### src/rtl/vthc_pkg.sv
package vthc_pkg;

    localparam int SAMPLE_WIDTH_DEF        = 16;
    localparam int RATIO_FRACTION_BITS_DEF = 16;

    localparam int              CFG_INDEX_W    = 1;
    localparam logic [CFG_INDEX_W-1:0] REG_RANGE_LOW  = 1'b0;
    localparam logic [CFG_INDEX_W-1:0] REG_RANGE_HIGH = 1'b1;

    localparam int RANGE_LOW_RESET  = 0;
    localparam int RANGE_HIGH_RESET = 32767;

    // hue in q8.8 degrees
    localparam int              HUE_W      = 16;
    localparam logic [HUE_W-1:0] HUE_SECTOR = 16'd15360;
    localparam logic [HUE_W-1:0] HUE_PAIR   = 16'd30720;
    localparam logic [HUE_W-1:0] HUE_THREE  = 16'd46080;
    localparam logic [HUE_W-1:0] HUE_FULL   = 16'd61440;

    // 255 / 15360 == 17 / 1024
    localparam int RAMP_MUL    = 17;
    localparam int RAMP_SHIFT  = 10;
    localparam int RAMP_PROD_W = HUE_W + 5;

    localparam int               CHAN_W    = 8;
    localparam logic [CHAN_W-1:0] CHAN_FULL = 8'd255;
    localparam logic [CHAN_W-1:0] CHAN_ZERO = 8'd0;

    localparam int                 SECTOR_W         = 3;
    localparam logic [SECTOR_W-1:0] SEC_RED_YELLOW   = 3'd0;
    localparam logic [SECTOR_W-1:0] SEC_YELLOW_GREEN = 3'd1;
    localparam logic [SECTOR_W-1:0] SEC_GREEN_CYAN   = 3'd2;
    localparam logic [SECTOR_W-1:0] SEC_CYAN_BLUE    = 3'd3;
    localparam logic [SECTOR_W-1:0] SEC_BLUE_MAGENTA = 3'd4;
    localparam logic [SECTOR_W-1:0] SEC_MAGENTA_RED  = 3'd5;

    typedef struct packed {
        logic valid;
        logic force_one;
        logic use_quot;
        logic invalid;
    } vthc_ctrl_t;

endpackage

### src/rtl/vthc_front.sv
module vthc_front
    import vthc_pkg::*;
#(
    parameter int SAMPLE_WIDTH = SAMPLE_WIDTH_DEF
)
(
    input  logic                           clk,
    input  logic                           rst_n,
    input  logic                           valid_in,
    input  logic signed [SAMPLE_WIDTH-1:0] sample,
    input  logic signed [SAMPLE_WIDTH-1:0] range_low,
    input  logic signed [SAMPLE_WIDTH-1:0] range_high,
    output vthc_ctrl_t                     ctrl_out,
    output logic        [SAMPLE_WIDTH-1:0] rem_out,
    output logic        [SAMPLE_WIDTH-1:0] den_out
);

    localparam int EXT_W = SAMPLE_WIDTH + 1;

    logic signed [EXT_W-1:0] lo_x;
    logic signed [EXT_W-1:0] hi_x;
    logic signed [EXT_W-1:0] s_x;
    logic signed [EXT_W-1:0] den_x;
    logic signed [EXT_W-1:0] diff_x;
    logic                    range_ok;
    logic                    at_low;
    logic                    at_high;

    vthc_ctrl_t              ctrl_next;
    vthc_ctrl_t              ctrl_reg;
    logic [SAMPLE_WIDTH-1:0] rem_reg;
    logic [SAMPLE_WIDTH-1:0] den_reg;

    always_comb
    begin
        lo_x     = EXT_W'(range_low);
        hi_x     = EXT_W'(range_high);
        s_x      = EXT_W'(sample);
        den_x    = hi_x - lo_x;
        diff_x   = s_x - lo_x;
        range_ok = hi_x > lo_x;
        at_low   = s_x <= lo_x;
        at_high  = s_x >= hi_x;

        ctrl_next.valid     = valid_in;
        ctrl_next.invalid   = !range_ok;
        ctrl_next.force_one = range_ok && !at_low && at_high;
        ctrl_next.use_quot  = range_ok && !at_low && !at_high;
    end

    always_ff @(posedge clk or negedge rst_n)
    begin
        if (!rst_n)
        begin
            ctrl_reg <= '0;
        end
        else
        begin
            ctrl_reg <= ctrl_next;
        end
    end

    always_ff @(posedge clk)
    begin
        rem_reg <= diff_x[SAMPLE_WIDTH-1:0];
        den_reg <= den_x[SAMPLE_WIDTH-1:0];
    end

    assign ctrl_out = ctrl_reg;
    assign rem_out  = rem_reg;
    assign den_out  = den_reg;

endmodule

### src/rtl/vthc_div_stage.sv
module vthc_div_stage
    import vthc_pkg::*;
#(
    parameter int SAMPLE_WIDTH        = SAMPLE_WIDTH_DEF,
    parameter int RATIO_FRACTION_BITS = RATIO_FRACTION_BITS_DEF
)
(
    input  logic                           clk,
    input  logic                           rst_n,
    input  vthc_ctrl_t                     ctrl_in,
    input  logic [SAMPLE_WIDTH-1:0]        rem_in,
    input  logic [SAMPLE_WIDTH-1:0]        den_in,
    input  logic [RATIO_FRACTION_BITS-1:0] quot_in,
    output vthc_ctrl_t                     ctrl_out,
    output logic [SAMPLE_WIDTH-1:0]        rem_out,
    output logic [SAMPLE_WIDTH-1:0]        den_out,
    output logic [RATIO_FRACTION_BITS-1:0] quot_out
);

    logic [SAMPLE_WIDTH:0]          rem2;
    logic [SAMPLE_WIDTH:0]          den_x;
    logic [SAMPLE_WIDTH:0]          sub;
    logic                           ge;
    logic [SAMPLE_WIDTH-1:0]        rem_next;
    logic [RATIO_FRACTION_BITS-1:0] quot_next;

    vthc_ctrl_t                     ctrl_reg;
    logic [SAMPLE_WIDTH-1:0]        rem_reg;
    logic [SAMPLE_WIDTH-1:0]        den_reg;
    logic [RATIO_FRACTION_BITS-1:0] quot_reg;

    // one restoring quotient bit
    always_comb
    begin
        rem2      = {rem_in, 1'b0};
        den_x     = {1'b0, den_in};
        sub       = rem2 - den_x;
        ge        = rem2 >= den_x;
        rem_next  = ge ? sub[SAMPLE_WIDTH-1:0] : rem2[SAMPLE_WIDTH-1:0];
        quot_next = {quot_in[RATIO_FRACTION_BITS-2:0], ge};
    end

    always_ff @(posedge clk or negedge rst_n)
    begin
        if (!rst_n)
        begin
            ctrl_reg <= '0;
        end
        else
        begin
            ctrl_reg <= ctrl_in;
        end
    end

    always_ff @(posedge clk)
    begin
        rem_reg  <= rem_next;
        den_reg  <= den_in;
        quot_reg <= quot_next;
    end

    assign ctrl_out = ctrl_reg;
    assign rem_out  = rem_reg;
    assign den_out  = den_reg;
    assign quot_out = quot_reg;

endmodule

### src/rtl/vthc_hue.sv
module vthc_hue
    import vthc_pkg::*;
#(
    parameter int RATIO_FRACTION_BITS = RATIO_FRACTION_BITS_DEF
)
(
    input  logic                           clk,
    input  logic                           rst_n,
    input  vthc_ctrl_t                     ctrl_in,
    input  logic [RATIO_FRACTION_BITS-1:0] quot_in,
    output vthc_ctrl_t                     ctrl_out,
    output logic [SECTOR_W-1:0]            sector_out,
    output logic [CHAN_W-1:0]              ramp_out
);

    localparam int                          RATIO_W   = RATIO_FRACTION_BITS + 1;
    localparam int                          PROD_W    = RATIO_W + HUE_W;
    localparam logic [RATIO_W-1:0]          RATIO_ONE = {1'b1, {RATIO_FRACTION_BITS{1'b0}}};

    logic [RATIO_W-1:0]     ratio;
    logic [RATIO_W-1:0]     inv_ratio;
    logic [PROD_W-1:0]      prod;
    logic [HUE_W-1:0]       hue_next;

    vthc_ctrl_t             ctrl_a_reg;
    logic [HUE_W-1:0]       hue_reg;

    logic [HUE_W-1:0]       t_pair;
    logic [HUE_W-1:0]       t_ramp;
    logic [RAMP_PROD_W-1:0] ramp_prod;
    logic [SECTOR_W-1:0]    sector_next;

    vthc_ctrl_t             ctrl_b_reg;
    logic [SECTOR_W-1:0]    sector_reg;
    logic [CHAN_W-1:0]      ramp_reg;

    // hue = 240 deg * (1 - ratio)
    always_comb
    begin
        priority if (ctrl_in.force_one)
        begin
            ratio = RATIO_ONE;
        end
        else if (ctrl_in.use_quot)
        begin
            ratio = {1'b0, quot_in};
        end
        else
        begin
            ratio = '0;
        end
        inv_ratio = RATIO_ONE - ratio;
        prod      = PROD_W'(inv_ratio) * PROD_W'(HUE_FULL);
        hue_next  = prod[RATIO_FRACTION_BITS +: HUE_W];
    end

    always_comb
    begin
        priority if (hue_reg < HUE_SECTOR)
        begin
            sector_next = SEC_RED_YELLOW;
        end
        else if (hue_reg < HUE_PAIR)
        begin
            sector_next = SEC_YELLOW_GREEN;
        end
        else if (hue_reg < HUE_THREE)
        begin
            sector_next = SEC_GREEN_CYAN;
        end
        else if (hue_reg < HUE_FULL)
        begin
            sector_next = SEC_CYAN_BLUE;
        end
        else
        begin
            sector_next = SEC_BLUE_MAGENTA;
        end
        t_pair    = (hue_reg >= HUE_PAIR) ? (hue_reg - HUE_PAIR) : hue_reg;
        t_ramp    = (t_pair < HUE_SECTOR) ? t_pair : (HUE_PAIR - t_pair);
        ramp_prod = RAMP_PROD_W'(t_ramp) * RAMP_PROD_W'(RAMP_MUL);
    end

    always_ff @(posedge clk or negedge rst_n)
    begin
        if (!rst_n)
        begin
            ctrl_a_reg <= '0;
            ctrl_b_reg <= '0;
        end
        else
        begin
            ctrl_a_reg <= ctrl_in;
            ctrl_b_reg <= ctrl_a_reg;
        end
    end

    always_ff @(posedge clk)
    begin
        hue_reg    <= hue_next;
        sector_reg <= sector_next;
        ramp_reg   <= ramp_prod[RAMP_SHIFT +: CHAN_W];
    end

    assign ctrl_out   = ctrl_b_reg;
    assign sector_out = sector_reg;
    assign ramp_out   = ramp_reg;

endmodule

### src/rtl/value_to_heatmap_color_core.sv
// transactions pass from start through the front, divider and hue stages to done
// throughput: one transaction per cycle, busy is held low
// the divider computes one quotient bit per pipeline stage
// results appear on done for one cycle; the receiver cannot stall
// reset clears all pipeline valid bits, range_low to 0 and range_high to 32767
module value_to_heatmap_color_core
    import vthc_pkg::*;
#(
    parameter int SAMPLE_WIDTH        = SAMPLE_WIDTH_DEF,
    parameter int RATIO_FRACTION_BITS = RATIO_FRACTION_BITS_DEF
)
(
    input  logic                           clk,
    input  logic                           rst_n,
    input  logic                           start,
    output logic                           busy,
    input  logic signed [SAMPLE_WIDTH-1:0] sample,
    input  logic                           cfg_we,
    input  logic        [CFG_INDEX_W-1:0]  cfg_index,
    input  logic        [SAMPLE_WIDTH-1:0] cfg_data,
    output logic                           done,
    output logic        [CHAN_W-1:0]       red,
    output logic        [CHAN_W-1:0]       green,
    output logic        [CHAN_W-1:0]       blue,
    output logic                           range_invalid
);

    localparam int                       LATENCY  = RATIO_FRACTION_BITS + 4;
    localparam logic [SAMPLE_WIDTH-1:0]  LOW_RST  = SAMPLE_WIDTH'(RANGE_LOW_RESET);
    localparam logic [SAMPLE_WIDTH-1:0]  HIGH_RST = SAMPLE_WIDTH'(RANGE_HIGH_RESET);

    logic [SAMPLE_WIDTH-1:0] range_low_reg;
    logic [SAMPLE_WIDTH-1:0] range_high_reg;

    vthc_ctrl_t                     div_ctrl [0:RATIO_FRACTION_BITS];
    logic [SAMPLE_WIDTH-1:0]        div_rem  [0:RATIO_FRACTION_BITS];
    logic [SAMPLE_WIDTH-1:0]        div_den  [0:RATIO_FRACTION_BITS];
    logic [RATIO_FRACTION_BITS-1:0] div_quot [0:RATIO_FRACTION_BITS];

    vthc_ctrl_t          hue_ctrl;
    logic [SECTOR_W-1:0] hue_sector;
    logic [CHAN_W-1:0]   hue_ramp;

    logic [CHAN_W-1:0]   red_next;
    logic [CHAN_W-1:0]   green_next;
    logic [CHAN_W-1:0]   blue_next;

    logic                done_reg;
    logic [CHAN_W-1:0]   red_reg;
    logic [CHAN_W-1:0]   green_reg;
    logic [CHAN_W-1:0]   blue_reg;
    logic                invalid_reg;

    assign busy = 1'b0;

    always_ff @(posedge clk or negedge rst_n)
    begin
        if (!rst_n)
        begin
            range_low_reg  <= LOW_RST;
            range_high_reg <= HIGH_RST;
        end
        else if (cfg_we)
        begin
            unique case (cfg_index)
                REG_RANGE_LOW:  range_low_reg  <= cfg_data;
                REG_RANGE_HIGH: range_high_reg <= cfg_data;
                default:        ;
            endcase
        end
    end

    vthc_front #(
        .SAMPLE_WIDTH (SAMPLE_WIDTH)
    ) u_front (
        .clk        (clk),
        .rst_n      (rst_n),
        .valid_in   (start && !busy),
        .sample     (sample),
        .range_low  ($signed(range_low_reg)),
        .range_high ($signed(range_high_reg)),
        .ctrl_out   (div_ctrl[0]),
        .rem_out    (div_rem[0]),
        .den_out    (div_den[0])
    );

    assign div_quot[0] = '0;

    for (genvar i = 0; i < RATIO_FRACTION_BITS; i++)
    begin : g_div
        vthc_div_stage #(
            .SAMPLE_WIDTH        (SAMPLE_WIDTH),
            .RATIO_FRACTION_BITS (RATIO_FRACTION_BITS)
        ) u_div_stage (
            .clk      (clk),
            .rst_n    (rst_n),
            .ctrl_in  (div_ctrl[i]),
            .rem_in   (div_rem[i]),
            .den_in   (div_den[i]),
            .quot_in  (div_quot[i]),
            .ctrl_out (div_ctrl[i+1]),
            .rem_out  (div_rem[i+1]),
            .den_out  (div_den[i+1]),
            .quot_out (div_quot[i+1])
        );
    end

    vthc_hue #(
        .RATIO_FRACTION_BITS (RATIO_FRACTION_BITS)
    ) u_hue (
        .clk        (clk),
        .rst_n      (rst_n),
        .ctrl_in    (div_ctrl[RATIO_FRACTION_BITS]),
        .quot_in    (div_quot[RATIO_FRACTION_BITS]),
        .ctrl_out   (hue_ctrl),
        .sector_out (hue_sector),
        .ramp_out   (hue_ramp)
    );

    always_comb
    begin
        unique case (hue_sector)
            SEC_RED_YELLOW:
            begin
                red_next   = CHAN_FULL;
                green_next = hue_ramp;
                blue_next  = CHAN_ZERO;
            end
            SEC_YELLOW_GREEN:
            begin
                red_next   = hue_ramp;
                green_next = CHAN_FULL;
                blue_next  = CHAN_ZERO;
            end
            SEC_GREEN_CYAN:
            begin
                red_next   = CHAN_ZERO;
                green_next = CHAN_FULL;
                blue_next  = hue_ramp;
            end
            SEC_CYAN_BLUE:
            begin
                red_next   = CHAN_ZERO;
                green_next = hue_ramp;
                blue_next  = CHAN_FULL;
            end
            SEC_BLUE_MAGENTA:
            begin
                red_next   = hue_ramp;
                green_next = CHAN_ZERO;
                blue_next  = CHAN_FULL;
            end
            SEC_MAGENTA_RED:
            begin
                red_next   = CHAN_FULL;
                green_next = CHAN_ZERO;
                blue_next  = hue_ramp;
            end
            default:
            begin
                red_next   = CHAN_FULL;
                green_next = CHAN_ZERO;
                blue_next  = hue_ramp;
            end
        endcase
    end

    always_ff @(posedge clk or negedge rst_n)
    begin
        if (!rst_n)
        begin
            done_reg <= 1'b0;
        end
        else
        begin
            done_reg <= hue_ctrl.valid;
        end
    end

    always_ff @(posedge clk)
    begin
        red_reg     <= red_next;
        green_reg   <= green_next;
        blue_reg    <= blue_next;
        invalid_reg <= hue_ctrl.invalid;
    end

    assign done          = done_reg;
    assign red           = red_reg;
    assign green         = green_reg;
    assign blue          = blue_reg;
    assign range_invalid = invalid_reg;

    // every accepted transaction comes out after the fixed latency
    a_latency: assert property (@(posedge clk) disable iff (!rst_n)
        (start && !busy) |-> ##LATENCY done)
        else $error("accepted transaction did not complete on time");

    // no result without a transaction accepted exactly one latency earlier
    a_no_spurious: assert property (@(posedge clk) disable iff (!rst_n)
        !$past(start && !busy, LATENCY) |-> !done)
        else $error("result without matching transaction");

    // an empty or reversed range gives pure blue
    a_invalid_blue: assert property (@(posedge clk) disable iff (!rst_n)
        (done && range_invalid) |->
            (red == CHAN_ZERO && green == CHAN_ZERO && blue == CHAN_FULL))
        else $error("invalid range not mapped to blue");

    // every colour has one full channel and one dark channel
    a_full_and_dark: assert property (@(posedge clk) disable iff (!rst_n)
        done |-> ((red == CHAN_FULL || green == CHAN_FULL || blue == CHAN_FULL) &&
                  (red == CHAN_ZERO || green == CHAN_ZERO || blue == CHAN_ZERO)))
        else $error("colour lacks a full or a dark channel");

endmodule

### config.mk
export PLATFORM = sky130hd
export DESIGN_NAME = value_to_heatmap_color_core
export DESIGN_NICKNAME = d
export VERILOG_FILES = /design/src/rtl/vthc_pkg.sv /design/src/rtl/vthc_front.sv /design/src/rtl/vthc_div_stage.sv /design/src/rtl/vthc_hue.sv /design/src/rtl/value_to_heatmap_color_core.sv
export SDC_FILE = /design/constraint.sdc
export NUM_CORES = 2
export LEC_CHECK = 0
export BUFFER_PORTS_ARGS = -buffer_cell sky130_fd_sc_hd__buf_2
export CAP_MARGIN = 30
export CORE_UTILIZATION = 50
export CTS_BUF_LIST = sky130_fd_sc_hd__clkbuf_8 sky130_fd_sc_hd__clkbuf_16
export DETAILED_ROUTE_END_ITERATION = 6
export PLACE_DENSITY = 0.67
export SYNTH_ARGS = -nofsm -noshare
export SYNTH_HDL_FRONTEND = slang
export SYNTH_SLANG_ARGS = --single-unit
### constraint.sdc
create_clock -name clk -period 12.5 [get_ports clk]
set_clock_uncertainty 0.2 [all_clocks]
set_input_delay 0.625 -clock clk [delete_from_list [all_inputs] [get_ports clk]]
set_output_delay 0.625 -clock clk [all_outputs]
set_load 0.05 [all_outputs]
==> flow_summary.toml <==
[yosys]
dominantRegCellSynth = "dfxtp_1"
syn_nets = 4160
avgSynthCellArea_um2 = 9.825
async_reset_ff_frac = 0.1304
synth_edf_count = 0
synth_xor_area_frac = 0.05498
synth_top_family_by_area = "compound AO/OA/AOI/OAI gates"
ys_warn_count = 0
synth_cells = 3743
synth-simple-area-share = 0.1151
synth_compound_area_frac = 0.1417
ys_seq_area_frac = 0.4530
syn-cell-area_um2 = 36780
ys_types = 85
ys_ff_latch = 805
synth_adder_area_share = 0.1387
synth_mux_area_frac = 0.04100

[route]
remaining_drc_errors = 0
drtAntennaViolNets = 0
wl_mm = 72.31
avgViaCountPerCell = 5.212
firstDrtPassIters = 5
wire_per_inst_um = 14.84
vias = 25390
first_iter_violations = 1258

[grt]
grt_overflow = 0
antenna_found_initial = 0
grt_max_degree = 76
track_usage = 0.1944
grt_pass1_wl_mm = 119.2
grt_pass1_vias = 24240

[cts]
cts_resized = 0
cts_sinks = 805
clock_latency_ns = 0.65
cts_max_level = 3
cts-buffers-inserted = 83
cts_buffer_depth = 3
cts.clk_slew.worst_paths_ns = 0.06
cts_tree = "yes"
hold_buffers = 10
postCtsSetupRepairBufs = 0
cts_root_buf = "clkbuf_16"

[layout]
final_area_um2 = 41120
drive_above_1_share = 0.1061
seq_area_um2 = 16660
n_fill_cell = 6421
insertedDiodeCount = 0
final_nets = 4263
final_cell_mix = "700 x dfxtp_1, 455 x inv_1, 347 x ha_1"
syn_to_final_growth_pct = 11.83
final_cells = 4872
final_common_cell = "dfxtp_1"
multi_input_area_um2 = 18080

[worst_setup_path]
critPathLaunchType = "register"
critPathArrivalTime_ns = 5.73
end_kind = "register"
timing.rr.start = "g_div[15].u_div_stage.ctrl_out[1]"
crit_type = "reg2reg"
setup.worst_path.start = "g_div[15].u_div_stage.ctrl_out[1]"
cp_max_fo = 19
reg2reg_slack_ns = 7.14
cp.required_ns = 12.88
r2r-end = "u_hue.hue_reg[15]"
reg2reg_depth = 21

[die]
initial_core_util = 0.5049
die_w_um = 273.2
design.die.area_um2 = 74640
io-pin-count = 64
die_y_um = 273.2
std_cell_rows = 99
core_area_um2 = 72830

[sta]
worst_slew_pin_slew_ns = 0.9582
fin_crit_sh = 0.4287
slew_headroom = 0.3612
setup_tns_ns = 0
rsz0062_at_grt = "false"
slew_violations = 0
hold_slack_ns = 0.03087
max_freq_mhz = 186.6
hold_viol_final = 0
min_period_ns = 5.358
setup_violations = 0

[min_path]
hold_class = "in2reg"
min_from = "cfg_data[6]"
hold_depth = 3
whs_endpoint = "range_low_reg[6]"

[placed_design]
dp_hpwl_mm = 54.84
detailed_place.area_um2 = 38010
dp_cells = 4709
gp_congestion = 0.8575
place.port_buffers = 62

[run]
cap_violations = 0

[outcome]
status = "finished, final reports clean"
-- cells by family after synthesis --
group | after synthesis
AOI/OAI and AO/OA | 800
xor gates and xnor gates | 230
adders and majority gates | 390
buffers and inverters | 510
DFF | 805
muxes | 135
other | 1
and+or+nand+nor | 872
-- through the flow --
stage,util,worst slack (ns)
after CTS,0.5642,7.153
after detailed placement,0.5219,7.134
final,0.5646,7.142
after global placement,0.5212,7.201
after floorplan,-,7.644
after global routing,0.5646,6.731
-- synthesized netlist by cell type (33+ instances only) --
cell        n  area share
inv_1     447       0.046
nor2b_1    51      0.0087
dfxtp_1   700        0.38
dfrtp_1    90       0.061
mux2_2    125       0.038
nand2_1   152       0.016
nand4_1    61       0.010
clkbuf_1   34      0.0035
nor2_1    287       0.029
nor3_1    105       0.014
ha_1      347        0.12
a21o_1     82       0.017
a21oi_1   227       0.031
fa_1       33       0.018
o21ai_0   159       0.022
xor2_1     88       0.021
nand3_1    44      0.0060
xnor2_1   141       0.034
o21a_1     62       0.013
-- worst max-delay path, stage by stage, from the launching register on --
cell	delay, ns
dfrtp_1	0.39
nor2b_1	0.13
buf_4	0.19
nand2_1	0.13
ha_1	0.38
o21a_1	0.19
nor2_1	0.05
a311oi_2	0.58
xor2_1	0.29
xor2_1	0.13
fa_1	0.51
inv_1	0.04
ha_1	0.34
and3_1	0.23
nand4_1	0.09
a21boi_0	0.28
a21oi_1	0.15
o21ai_0	0.23
a21oi_1	0.14
o21a_1	0.24
o41ai_2	0.25
xnor2_1	0.15
-- layer usage --
layer  wire, um  track usage  up-vias
met5          0            0        -
met4       1676      0.05498        0
met3       2676      0.02912      103
met2      34510       0.3331      389
met1      33440       0.2532    11850
li1           -            -    13050
-- worst max-delay path by stage --
stage	end	slack, ns	depth (start not counted)
2_1_floorplan	u_hue.hue_reg[15]	7.64	22
3_3_place_gp	u_hue.hue_reg[15]	7.20	20
3_5_place_dp	u_hue.hue_reg[15]	7.13	20
4_1_cts	u_hue.hue_reg[15]	7.15	20
5_1_grt	u_hue.hue_reg[15]	6.73	21
6_report	u_hue.hue_reg[15]	7.14	21
-- final cells by class --
type                    count  area share
repair buffers             79     0.01235
well taps                 959     0.02918
inverters                 449     0.04098
clock buffers              95     0.05452
flip-flops and latches    805      0.4051
multi-input cells        2428      0.4397
clock inverters            57     0.01813
Power is not shown: default switching activity piles up to over one toggle a cycle in this logic, so the estimate is an artifact.
